File: src/sv/uarx_pkg.sv
// Shared types and constants for the timestamped-edge UART receiver.
package uarx_pkg;

    localparam int TIME_W      = 32;
    localparam int BP_W        = 20;
    localparam int CFG_IDX_W   = 1;
    localparam int KIND_W      = 2;
    localparam int BYTE_W      = 8;
    localparam int N_SAMPLES   = 9;    // eight data bits plus the stop bit
    localparam int MAX_RESULTS = 32;
    localparam int QUEUE_DEPTH = 2;

    // configuration register indexes
    localparam logic [CFG_IDX_W-1:0] REG_BIT_PERIOD = 1'd0;
    localparam logic [CFG_IDX_W-1:0] REG_RX_ENABLE  = 1'd1;

    // command codes
    localparam logic CMD_CAPTURE = 1'b0;
    localparam logic CMD_SERVICE = 1'b1;

    // result kinds
    localparam logic [KIND_W-1:0] KIND_DATA     = 2'd0;
    localparam logic [KIND_W-1:0] KIND_FRAMING  = 2'd1;
    localparam logic [KIND_W-1:0] KIND_OVERFLOW = 2'd2;

    typedef struct packed {
        logic              cmd;
        logic [TIME_W-1:0] time_stamp;
        logic              line_level;
    } item_t;

    typedef struct packed {
        logic              level;
        logic [TIME_W-1:0] stamp;
    } edge_word_t;

    typedef struct packed {
        logic [KIND_W-1:0] kind;
        logic [BYTE_W-1:0] data;
    } result_t;

    typedef struct packed {
        logic  push;
        item_t word;
    } q_push_t;

endpackage

File: src/sv/uart_rx_edge_timestamp_decoder_top.sv
// Top level of the timestamped-edge 8N1 UART receiver.
//
// Receives words of two kinds: a capture (cmd 0) stores one line edge (time and level) in
// a ring of EDGE_DEPTH entries; a service (cmd 1) carries the current time and decodes
// every complete frame in the ring, emitting up to 32 results (byte, framing error, or a
// single ring overflow), the last one flagged with last_of_run. Words pass through an
// input register and a two-entry queue, so the input keeps flowing while the engine works
// and while results wait on out_stall, until the queue and the input register are full.
// A service skips each high edge with one ring read, and for each decoded frame generates
// the nine sample times serially, then reads the ring edges after the start edge one at a
// time up to the first edge past the stop sample; a result may also wait on out_stall.
// While receiver_enable is 0 words are taken and dropped. A bit_period_cycles of 0 acts
// as 1.
module uart_rx_edge_timestamp_decoder_top
#(
    parameter int EDGE_DEPTH = 64
)
(
    input  logic                            clk,
    input  logic                            rst_n,
    input  logic                            cfg_we,
    input  logic [uarx_pkg::CFG_IDX_W-1:0]  cfg_index,
    input  logic [uarx_pkg::BP_W-1:0]       cfg_data,
    input  logic                            in_valid,
    output logic                            in_stall,
    input  logic                            cmd,
    input  logic [uarx_pkg::TIME_W-1:0]     time_stamp,
    input  logic                            line_level,
    output logic                            out_valid,
    input  logic                            out_stall,
    output logic [uarx_pkg::KIND_W-1:0]     result_kind,
    output logic [uarx_pkg::BYTE_W-1:0]     data_byte,
    output logic                            last_of_run
);

    logic [uarx_pkg::BP_W-1:0] bit_period_reg;
    logic                      rx_enable_reg;
    logic [uarx_pkg::BP_W-1:0] bit_period_eff;
    uarx_pkg::q_push_t         q_push;
    logic                      q_full;
    logic                      q_pop;
    logic                      q_valid;
    uarx_pkg::item_t           q_word;

    always_ff @(posedge clk or negedge rst_n)
    begin
        if (!rst_n)
        begin
            bit_period_reg <= uarx_pkg::BP_W'(1);
            rx_enable_reg  <= 1'b0;
        end
        else if (cfg_we)
        begin
            unique case (cfg_index)
                uarx_pkg::REG_BIT_PERIOD: bit_period_reg <= cfg_data;
                uarx_pkg::REG_RX_ENABLE:  rx_enable_reg  <= cfg_data[0];
                default: ;
            endcase
        end
    end

    assign bit_period_eff = (bit_period_reg == '0) ? uarx_pkg::BP_W'(1) : bit_period_reg;

    uarx_front u_front
    (
        .clk        (clk),
        .rst_n      (rst_n),
        .rx_enable  (rx_enable_reg),
        .in_valid   (in_valid),
        .in_stall   (in_stall),
        .cmd        (cmd),
        .time_stamp (time_stamp),
        .line_level (line_level),
        .q_full     (q_full),
        .q_push     (q_push)
    );

    uarx_queue u_queue
    (
        .clk    (clk),
        .rst_n  (rst_n),
        .q_push (q_push),
        .full   (q_full),
        .pop    (q_pop),
        .valid  (q_valid),
        .word   (q_word)
    );

    uarx_back
    #(
        .EDGE_DEPTH (EDGE_DEPTH)
    )
    u_back
    (
        .clk         (clk),
        .rst_n       (rst_n),
        .bit_period  (bit_period_eff),
        .q_valid     (q_valid),
        .q_word      (q_word),
        .q_pop       (q_pop),
        .out_valid   (out_valid),
        .out_stall   (out_stall),
        .result_kind (result_kind),
        .data_byte   (data_byte),
        .last_of_run (last_of_run)
    );

endmodule

File: src/sv/uarx_front.sv
// Front end: input word register, drops words while disabled, feeds the queue.
module uarx_front
(
    input  logic                        clk,
    input  logic                        rst_n,
    input  logic                        rx_enable,
    input  logic                        in_valid,
    output logic                        in_stall,
    input  logic                        cmd,
    input  logic [uarx_pkg::TIME_W-1:0] time_stamp,
    input  logic                        line_level,
    input  logic                        q_full,
    output uarx_pkg::q_push_t           q_push
);

    logic            valid_reg;
    logic            valid_next;
    uarx_pkg::item_t word_reg;
    logic            accept;

    assign in_stall = valid_reg && q_full;
    assign accept   = in_valid && !in_stall;

    assign q_push.push = valid_reg && !q_full;
    assign q_push.word = word_reg;

    always_comb
    begin
        valid_next = valid_reg;
        if (q_push.push)
        begin
            valid_next = 1'b0;
        end
        if (accept)
        begin
            // disabled receiver: word is taken and discarded
            valid_next = rx_enable;
        end
    end

    always_ff @(posedge clk or negedge rst_n)
    begin
        if (!rst_n)
        begin
            valid_reg <= 1'b0;
        end
        else
        begin
            valid_reg <= valid_next;
        end
    end

    always_ff @(posedge clk)
    begin
        if (accept)
        begin
            word_reg.cmd        <= cmd;
            word_reg.time_stamp <= time_stamp;
            word_reg.line_level <= line_level;
        end
    end

endmodule

File: src/sv/uarx_queue.sv
// Small FIFO between the front end and the ring engine.
module uarx_queue
(
    input  logic              clk,
    input  logic              rst_n,
    input  uarx_pkg::q_push_t q_push,
    output logic              full,
    input  logic              pop,
    output logic              valid,
    output uarx_pkg::item_t   word
);

    localparam int DEPTH = uarx_pkg::QUEUE_DEPTH;
    localparam int PTR_W = (DEPTH > 1) ? $clog2(DEPTH) : 1;
    localparam int CNT_W = $clog2(DEPTH + 1);

    uarx_pkg::item_t  slot_reg [DEPTH];
    logic [PTR_W-1:0] wr_ptr_reg;
    logic [PTR_W-1:0] wr_ptr_next;
    logic [PTR_W-1:0] rd_ptr_reg;
    logic [PTR_W-1:0] rd_ptr_next;
    logic [CNT_W-1:0] count_reg;
    logic [CNT_W-1:0] count_next;
    logic             do_push;
    logic             do_pop;

    function automatic logic [PTR_W-1:0] bump(input logic [PTR_W-1:0] p);
        return (p == PTR_W'(DEPTH - 1)) ? '0 : PTR_W'(p + 1'b1);
    endfunction

    assign full    = (count_reg == CNT_W'(DEPTH));
    assign valid   = (count_reg != '0);
    assign word    = slot_reg[rd_ptr_reg];
    assign do_push = q_push.push && !full;
    assign do_pop  = pop && valid;

    always_comb
    begin
        wr_ptr_next = do_push ? bump(wr_ptr_reg) : wr_ptr_reg;
        rd_ptr_next = do_pop ? bump(rd_ptr_reg) : rd_ptr_reg;
        count_next  = count_reg;
        if (do_push && !do_pop)
        begin
            count_next = CNT_W'(count_reg + 1'b1);
        end
        else if (do_pop && !do_push)
        begin
            count_next = CNT_W'(count_reg - 1'b1);
        end
    end

    always_ff @(posedge clk or negedge rst_n)
    begin
        if (!rst_n)
        begin
            wr_ptr_reg <= '0;
            rd_ptr_reg <= '0;
            count_reg  <= '0;
        end
        else
        begin
            wr_ptr_reg <= wr_ptr_next;
            rd_ptr_reg <= rd_ptr_next;
            count_reg  <= count_next;
        end
    end

    always_ff @(posedge clk)
    begin
        if (do_push)
        begin
            slot_reg[wr_ptr_reg] <= q_push.word;
        end
    end

endmodule

File: src/sv/uarx_back.sv
// Ring engine: edge ring memory, service walk, sampling and result output.
module uarx_back
#(
    parameter int EDGE_DEPTH = 64
)
(
    input  logic                          clk,
    input  logic                          rst_n,
    input  logic [uarx_pkg::BP_W-1:0]     bit_period,
    input  logic                          q_valid,
    input  uarx_pkg::item_t               q_word,
    output logic                          q_pop,
    output logic                          out_valid,
    input  logic                          out_stall,
    output logic [uarx_pkg::KIND_W-1:0]   result_kind,
    output logic [uarx_pkg::BYTE_W-1:0]   data_byte,
    output logic                          last_of_run
);

    localparam int IDX_W  = $clog2(EDGE_DEPTH);
    localparam int CNT_W  = IDX_W + 1;
    localparam int N_W    = $clog2(uarx_pkg::MAX_RESULTS + 1);
    localparam int NS     = uarx_pkg::N_SAMPLES;
    localparam int TW     = uarx_pkg::TIME_W;
    localparam int BP10_W = uarx_pkg::BP_W + 4;

    localparam logic [3:0] ST_IDLE    = 4'd0;
    localparam logic [3:0] ST_SVC     = 4'd1;
    localparam logic [3:0] ST_CHECK   = 4'd2;
    localparam logic [3:0] ST_HEAD_RD = 4'd3;
    localparam logic [3:0] ST_TIMES   = 4'd4;
    localparam logic [3:0] ST_SCAN    = 4'd5;
    localparam logic [3:0] ST_SCAN_RD = 4'd6;
    localparam logic [3:0] ST_EMIT    = 4'd7;
    localparam logic [3:0] ST_FINISH  = 4'd8;

    uarx_pkg::edge_word_t ring_mem [EDGE_DEPTH];
    uarx_pkg::edge_word_t rd_data_reg;

    logic [3:0]       state_reg, state_next;
    logic [IDX_W-1:0] widx_reg, widx_next;
    logic [IDX_W-1:0] ridx_reg, ridx_next;
    logic [IDX_W-1:0] head_reg, head_next;
    logic [IDX_W-1:0] scan_reg, scan_next;
    logic [IDX_W-1:0] stop_reg, stop_next;
    logic             pend_reg, pend_next;
    logic [N_W-1:0]   n_reg, n_next;
    logic [2:0]       shift_cnt_reg, shift_cnt_next;
    logic [NS-1:0]    done_reg, done_next;
    logic [NS-1:0]    lvl_reg, lvl_next;
    logic [TW-1:0]    when_reg [NS];
    logic [TW-1:0]    when_next [NS];
    logic [TW-1:0]    now_reg, now_next;
    logic             hold_valid_reg, hold_valid_next;
    uarx_pkg::result_t hold_reg, hold_next;
    logic             out_valid_reg, out_valid_next;
    uarx_pkg::result_t out_reg, out_next;
    logic             out_last_reg, out_last_next;

    logic             mem_we;
    logic             rd_en;
    logic [IDX_W-1:0] rd_addr;
    logic             out_free;
    logic [IDX_W-1:0] widx_inc;
    logic [CNT_W-1:0] fill;
    logic [TW-1:0]    bp_ext;
    logic [TW-1:0]    bp10;
    logic [TW-1:0]    age;

    function automatic logic [IDX_W-1:0] nxt(input logic [IDX_W-1:0] i);
        return (i == IDX_W'(EDGE_DEPTH - 1)) ? '0 : IDX_W'(i + 1'b1);
    endfunction

    // t strictly after s, modulo 2^32 with the sign of the difference
    function automatic logic later(input logic [TW-1:0] t, input logic [TW-1:0] s);
        logic [TW-1:0] d;
        d = t - s;
        return (d != '0) && !d[TW-1];
    endfunction

    assign out_free    = !out_valid_reg || !out_stall;
    assign out_valid   = out_valid_reg;
    assign result_kind = out_reg.kind;
    assign data_byte   = out_reg.data;
    assign last_of_run = out_last_reg;

    assign widx_inc = nxt(widx_reg);
    assign fill     = (widx_inc >= ridx_reg)
                      ? CNT_W'({1'b0, widx_inc} - {1'b0, ridx_reg})
                      : CNT_W'({1'b0, widx_inc} + CNT_W'(EDGE_DEPTH) - {1'b0, ridx_reg});
    assign bp_ext   = TW'(bit_period);
    assign bp10     = TW'(BP10_W'({bit_period, 3'b000}) + BP10_W'({bit_period, 1'b0}));
    assign age      = now_reg - rd_data_reg.stamp;

    always_comb
    begin
        state_next      = state_reg;
        widx_next       = widx_reg;
        ridx_next       = ridx_reg;
        head_next       = head_reg;
        scan_next       = scan_reg;
        stop_next       = stop_reg;
        pend_next       = pend_reg;
        n_next          = n_reg;
        shift_cnt_next  = shift_cnt_reg;
        done_next       = done_reg;
        lvl_next        = lvl_reg;
        when_next       = when_reg;
        now_next        = now_reg;
        hold_valid_next = hold_valid_reg;
        hold_next       = hold_reg;
        out_valid_next  = out_valid_reg && out_stall;
        out_next        = out_reg;
        out_last_next   = out_last_reg;
        q_pop           = 1'b0;
        mem_we          = 1'b0;
        rd_en           = 1'b0;
        rd_addr         = ridx_reg;

        unique case (state_reg)
            ST_IDLE:
            begin
                if (q_valid)
                begin
                    q_pop = 1'b1;
                    if (q_word.cmd == uarx_pkg::CMD_CAPTURE)
                    begin
                        mem_we    = 1'b1;
                        widx_next = widx_inc;
                        if (fill >= CNT_W'(EDGE_DEPTH - 2))
                        begin
                            pend_next = 1'b1;
                        end
                    end
                    else
                    begin
                        now_next   = q_word.time_stamp;
                        head_next  = widx_reg;
                        n_next     = '0;
                        state_next = ST_SVC;
                    end
                end
            end
            ST_SVC:
            begin
                if (pend_reg)
                begin
                    pend_next       = 1'b0;
                    ridx_next       = head_reg;
                    hold_valid_next = 1'b1;
                    hold_next.kind  = uarx_pkg::KIND_OVERFLOW;
                    hold_next.data  = '0;
                    state_next      = ST_FINISH;
                end
                else
                begin
                    state_next = ST_CHECK;
                end
            end
            ST_CHECK:
            begin
                if (ridx_reg == head_reg || n_reg == N_W'(uarx_pkg::MAX_RESULTS))
                begin
                    state_next = ST_FINISH;
                end
                else
                begin
                    rd_en      = 1'b1;
                    rd_addr    = ridx_reg;
                    state_next = ST_HEAD_RD;
                end
            end
            ST_HEAD_RD:
            begin
                if (rd_data_reg.level)
                begin
                    ridx_next  = nxt(ridx_reg);
                    state_next = ST_CHECK;
                end
                else if (age < bp10)
                begin
                    // start edge too young: frame not complete yet
                    state_next = ST_FINISH;
                end
                else
                begin
                    when_next[NS-1] = rd_data_reg.stamp + bp_ext + (bp_ext >> 1);
                    shift_cnt_next  = '0;
                    done_next       = '0;
                    lvl_next        = '0;
                    scan_next       = nxt(ridx_reg);
                    stop_next       = head_reg;
                    state_next      = ST_TIMES;
                end
            end
            ST_TIMES:
            begin
                // shift sample times down, top slot steps by one bit period
                for (int k = 0; k < NS - 1; k++)
                begin
                    when_next[k] = when_reg[k+1];
                end
                when_next[NS-1] = when_reg[NS-1] + bp_ext;
                shift_cnt_next  = 3'(shift_cnt_reg + 1'b1);
                if (shift_cnt_reg == 3'(NS - 2))
                begin
                    state_next = ST_SCAN;
                end
            end
            ST_SCAN:
            begin
                if (scan_reg == head_reg || (&done_reg))
                begin
                    state_next = ST_EMIT;
                end
                else
                begin
                    rd_en      = 1'b1;
                    rd_addr    = scan_reg;
                    state_next = ST_SCAN_RD;
                end
            end
            ST_SCAN_RD:
            begin
                for (int b = 0; b < NS; b++)
                begin
                    if (!done_reg[b])
                    begin
                        if (later(rd_data_reg.stamp, when_reg[b]))
                        begin
                            done_next[b] = 1'b1;
                        end
                        else
                        begin
                            lvl_next[b] = rd_data_reg.level;
                        end
                    end
                end
                if (!done_reg[NS-1] && later(rd_data_reg.stamp, when_reg[NS-1]))
                begin
                    stop_next = scan_reg;
                end
                scan_next  = nxt(scan_reg);
                state_next = ST_SCAN;
            end
            ST_EMIT:
            begin
                if (!hold_valid_reg || out_free)
                begin
                    if (hold_valid_reg)
                    begin
                        out_valid_next = 1'b1;
                        out_next       = hold_reg;
                        out_last_next  = 1'b0;
                    end
                    hold_valid_next = 1'b1;
                    n_next          = N_W'(n_reg + 1'b1);
                    if (!lvl_reg[NS-1])
                    begin
                        hold_next.kind = uarx_pkg::KIND_FRAMING;
                        hold_next.data = '0;
                        ridx_next      = nxt(ridx_reg);
                    end
                    else
                    begin
                        hold_next.kind = uarx_pkg::KIND_DATA;
                        hold_next.data = lvl_reg[uarx_pkg::BYTE_W-1:0];
                        ridx_next      = stop_reg;
                    end
                    state_next = ST_CHECK;
                end
            end
            ST_FINISH:
            begin
                if (!hold_valid_reg)
                begin
                    state_next = ST_IDLE;
                end
                else if (out_free)
                begin
                    out_valid_next  = 1'b1;
                    out_next        = hold_reg;
                    out_last_next   = 1'b1;
                    hold_valid_next = 1'b0;
                    state_next      = ST_IDLE;
                end
            end
            default:
            begin
                state_next = ST_IDLE;
            end
        endcase
    end

    always_ff @(posedge clk or negedge rst_n)
    begin
        if (!rst_n)
        begin
            state_reg      <= ST_IDLE;
            widx_reg       <= '0;
            ridx_reg       <= '0;
            pend_reg       <= 1'b0;
            hold_valid_reg <= 1'b0;
            out_valid_reg  <= 1'b0;
            n_reg          <= '0;
            shift_cnt_reg  <= '0;
            done_reg       <= '0;
        end
        else
        begin
            state_reg      <= state_next;
            widx_reg       <= widx_next;
            ridx_reg       <= ridx_next;
            pend_reg       <= pend_next;
            hold_valid_reg <= hold_valid_next;
            out_valid_reg  <= out_valid_next;
            n_reg          <= n_next;
            shift_cnt_reg  <= shift_cnt_next;
            done_reg       <= done_next;
        end
    end

    always_ff @(posedge clk)
    begin
        head_reg     <= head_next;
        scan_reg     <= scan_next;
        stop_reg     <= stop_next;
        lvl_reg      <= lvl_next;
        when_reg     <= when_next;
        now_reg      <= now_next;
        hold_reg     <= hold_next;
        out_reg      <= out_next;
        out_last_reg <= out_last_next;
    end

    // edge ring: one write port, one registered read port
    always_ff @(posedge clk)
    begin
        if (mem_we)
        begin
            ring_mem[widx_reg] <= '{level: q_word.line_level, stamp: q_word.time_stamp};
        end
        if (rd_en)
        begin
            rd_data_reg <= ring_mem[rd_addr];
        end
    end

endmodule

File: config.mk
export PLATFORM = sky130hd
export DESIGN_NAME = uart_rx_edge_timestamp_decoder_top
export DESIGN_NICKNAME = d
export VERILOG_FILES = /design/src/sv/uarx_pkg.sv /design/src/sv/uart_rx_edge_timestamp_decoder_top.sv /design/src/sv/uarx_front.sv /design/src/sv/uarx_queue.sv /design/src/sv/uarx_back.sv
export SDC_FILE = /design/constraint.sdc
export NUM_CORES = 2
export LEC_CHECK = 0
export ABC_AREA = 0
export BUFFER_PORTS_ARGS = -buffer_cell sky130_fd_sc_hd__buf_2
export CAP_MARGIN = 20
export CORE_ASPECT_RATIO = 0.9
export CORE_UTILIZATION = 45
export CTS_BUF_LIST = sky130_fd_sc_hd__clkbuf_4
export CTS_CLUSTER_DIAMETER = 100
export DETAILED_ROUTE_END_ITERATION = 8
export GPL_TIMING_DRIVEN = 1
export PLACE_DENSITY = 0.61
export SYNTH_ARGS = -nofsm -noshare
export SYNTH_HDL_FRONTEND = slang
export SYNTH_SLANG_ARGS = --single-unit
File: constraint.sdc
create_clock -name clk -period 25.5 [get_ports clk]
set_clock_uncertainty 0.05 [all_clocks]
set_input_delay 3.825 -clock clk [delete_from_list [all_inputs] [get_ports clk]]
set_output_delay 3.825 -clock clk [all_outputs]
set_load 0.005 [all_outputs]
==> results.ini <==
[synth]
ys_seq_area_share_pct = 63.1
synthSimpleGateAreaFrac_pct = 12.0
avgSynthCellArea_um2 = 12.4
synth_cells = 10300
synth-edff-count = 2615
netlist_area_um2 = 127000
synth-adder-area-share_pct = 4.49
synthMuxAreaShare_pct = 4.46
synth_seq_cells = 2678
synth_top_area_cell = edfxtp_1
synth_top_area_share_pct = 61.8
async_reset_ff_share_pct = 2.35
yosys-top-cells-area = edfxtp_1 62%, nand2_1 4.5%, ha_1 4.0%
synth_ff_type = edfxtp_1
synth.net_count = 10800
yosysWarnings = 0
netlist-cell-type-count = 104
synth_top_family_by_area = simple AND/OR/NAND/NOR gates
synth_compound_area_share_pct = 11.2
synth-xor-area-share_pct = 1.65

[worst_setup_path]
cp.arrival_ns = 9.30
slowest_stage = nor4_1
reg2regPathDepth = 27
r2r-end = u_back.when_reg[21]$_DFFE_PP_
cp-end-kind = flip-flop
path_buf_inv = 2
critical_path_depth = 27
crit_required_ns = 26.62
setup.worst_path.class = reg2reg
critPathLaunchType = flip-flop
r2r_slack_ns = 17.32
r2r-start = bit_period_reg[18]$_DFFE_PN0P_
path_common_cell = a21oi_1
critPathMaxFanout = 32
cpPeakStageDelay_ns = 0.87
critPathTopFamily = compound AO/OA/AOI/OAI gates

[timing]
finalCriticalPeriod_ns = 8.18
hold_violations = 0
post-route-period-util_pct = 32.1
worst_pin_slew_ns = 1.16
fmax_mhz = 122
setup_viol = 0
setup-tns-final_ns = 0
slew_violations = 0
max-slew-margin-rel_pct = 22.2
grt_setup_unrepaired = false

[grt]
grt_pass1_vias = 88300
grt_usage_pct = 29.7
grt_max_degree = 138
grt_first_pass_wirelength_um = 614000
antenna_found_initial = 36
grt.overflow.total = 0

[route]
drtIter0Drc = 11400
antenna_left = 0
vias_per_cell = 6.12
vias = 91800
wl_per_cell_um = 28.8
drc = 0
drt-pass1-iter-count = 8
routed_wl_um = 433000

[layout]
regArea_um2 = 80100
fin_area_um2 = 141000
area_delta_synth_final_pct = 11.1
largest_register_ffs = 2112
nFillCells = 24600
final_common_cell = edfxtp_1
most-common-layout-cells = 2615 x edfxtp_1, 1503 x nand2_1, 977 x clkbuf_4, 517 x a21oi_1, 461 x nor2_1
final_util_pct = 50.4
final_nets = 11300
drive_above_1_share_pct = 14.6
multi_input_area_um2 = 43700

[hold_path]
holdPathEnd = u_back.when_reg[86]$_DFFE_PP_
min_path_cells = 0
min_path_type = reg2reg
hold_start = u_back.when_reg[54]$_DFFE_PP_

[run]
max-cap-violations = 0

[clocking]
cts.sinks = 2678
cts_made_buffers = 686
htreeDepth = 6
clkTransAtPathRegs_ns = 0.07
cts-root-buf = clkbuf_4
cts-hold-fix-buffers = 0
postCtsSetupRepairBufs = 0
tritoncts = yes
worst_skew_pair.late_latency_ns = 1.62
ctsResizeCount = 0
cts_max_path_buffers = 4

[die]
core_um2 = 280000
dieWidth_um = 562
die-height_um = 506
start_util_pct = 45.4
rows = 184
die_area_um2 = 284000
io_pins = 73

[pwr]
cellPowerDensity_nw_per_um2 = 137
vdd_drop_max_uv = 105
p_leak_nw = 51.0
total_power_mw = 19.4

[placed_design]
placed_area_um2 = 132000
hpwlAfterDp_um = 262000
gp_congestion = 0.951
port_buffers = 72

[outcome]
outcome = finished, final reports clean

-- cell families (layout without fill, tap and decap cells) --
group / count (synthesis) / after routing
flops: 2678 / 2678
mux: 489 / 489
buf+inv: 972 / 1942
compound gates: 2129 / 2129
other cells: 0 / 20
xor+xnor: 240 / 240
fa+ha+maj: 439 / 439
simple gates: 3336 / 3336
-- worst max path at each step --
stage | startpoint | endpoint | slack, ns
6_report | bit_period_reg[18]$_DFFE_PN0P_ | u_back.when_reg[21]$_DFFE_PP_ | 17.32
3_5_place_dp | bit_period_reg[7]$_DFFE_PN0P_ | u_back.when_reg[27]$_DFFE_PP_ | 17.53
2_1_floorplan | u_back.state_reg[3]$_DFFE_PN0P_ | u_back.when_reg[100]$_DFFE_PP_ | 16.38
4_1_cts | bit_period_reg[7]$_DFFE_PN0P_ | u_back.when_reg[21]$_DFFE_PP_ | 17.45
3_3_place_gp | bit_period_reg[7]$_DFFE_PN0P_ | u_back.when_reg[31]$_DFFE_PP_ | 17.40
5_1_grt | bit_period_reg[18]$_DFFE_PN0P_ | u_back.when_reg[21]$_DFFE_PP_ | 16.84
-- stage by stage --
| step | hold WS, ns | worst slack [ns] | instances |
|---|---|---|---|
| after floorplan | 0.350 | 16.38 | 10300 |
| after global placement | 0.367 | 17.40 | 13800 |
| after detailed placement | 0.369 | 17.53 | 13800 |
| after CTS | 0.355 | 17.45 | 15000 |
| after global routing | 0.376 | 16.84 | 15000 |
| final | 0.366 | 17.32 | 15000 |
-- Yosys cell counts, types with 29 or more instances --
| cell | count |
|---|---|
| dfrtp_1 | 62 |
| xnor2_1 | 141 |
| a211oi_1 | 102 |
| buf_2 | 175 |
| o21ai_0 | 335 |
| a2111oi_0 | 32 |
| a21oi_1 | 520 |
| nand2b_1 | 70 |
| nand4_1 | 108 |
| clkbuf_1 | 276 |
| fa_1 | 29 |
| inv_1 | 454 |
| buf_1 | 47 |
| mux4_2 | 54 |
| a311oi_1 | 59 |
| and3_1 | 139 |
| o21a_1 | 78 |
| nand3_1 | 445 |
| nor2_1 | 532 |
| nor2b_1 | 70 |
| ha_1 | 407 |
| a31oi_1 | 161 |
| o211ai_1 | 57 |
| o21bai_1 | 41 |
| o31ai_1 | 39 |
| nor4_1 | 54 |
| mux2_2 | 71 |
| or3_1 | 46 |
| o22ai_1 | 127 |
| nor3_1 | 185 |
| and2_1 | 30 |
| a21o_1 | 131 |
| mux2i_1 | 364 |
| nand2_1 | 1507 |
| xor2_1 | 99 |
| edfxtp_1 | 2615 |
| o32ai_1 | 51 |
| o221ai_1 | 96 |
-- report_power, final --
group | internal [mW] | total, mW | switching [mW]
Sequential | 5.66 | 5.96 | 0.297
Combinational | 3.07 | 9.70 | 6.63
Clock | 1.91 | 3.71 | 1.80
-- worst reg2reg max path: cells and delay by family (launching register included) --
family / cells / cell delay [ns]
compound gates: 14 / 3.34
flops: 1 / 0.55
simple gates: 6 / 2.34
buf+inv: 2 / 0.46
xor+xnor: 1 / 0.17
fa+ha+maj: 4 / 0.84
-- routing by layer --
| layer | track usage, % | share of wire [%] | vias up |
|---|---|---|---|
| met5 | 0 | 0.023 | - |
| met4 | 13.2 | 4.4 | 16 |
| met3 | 5.89 | 9.8 | 805 |
| met2 | 46.7 | 46 | 4956 |
| met1 | 39.9 | 40 | 45600 |
| li1 | - | - | 40400 |
-- final cells by class --
cell class,count,share of cell area [%]
multi-input combinational,6633,30.9
inverter,455,1.22
timing repair buffer,311,1.63
sequential,2678,56.8
clock inverter,199,0.931
clock buffer,977,5.20
antenna,20,0.0355
tap,3720,3.30
(Power assumes the default switching activity.)
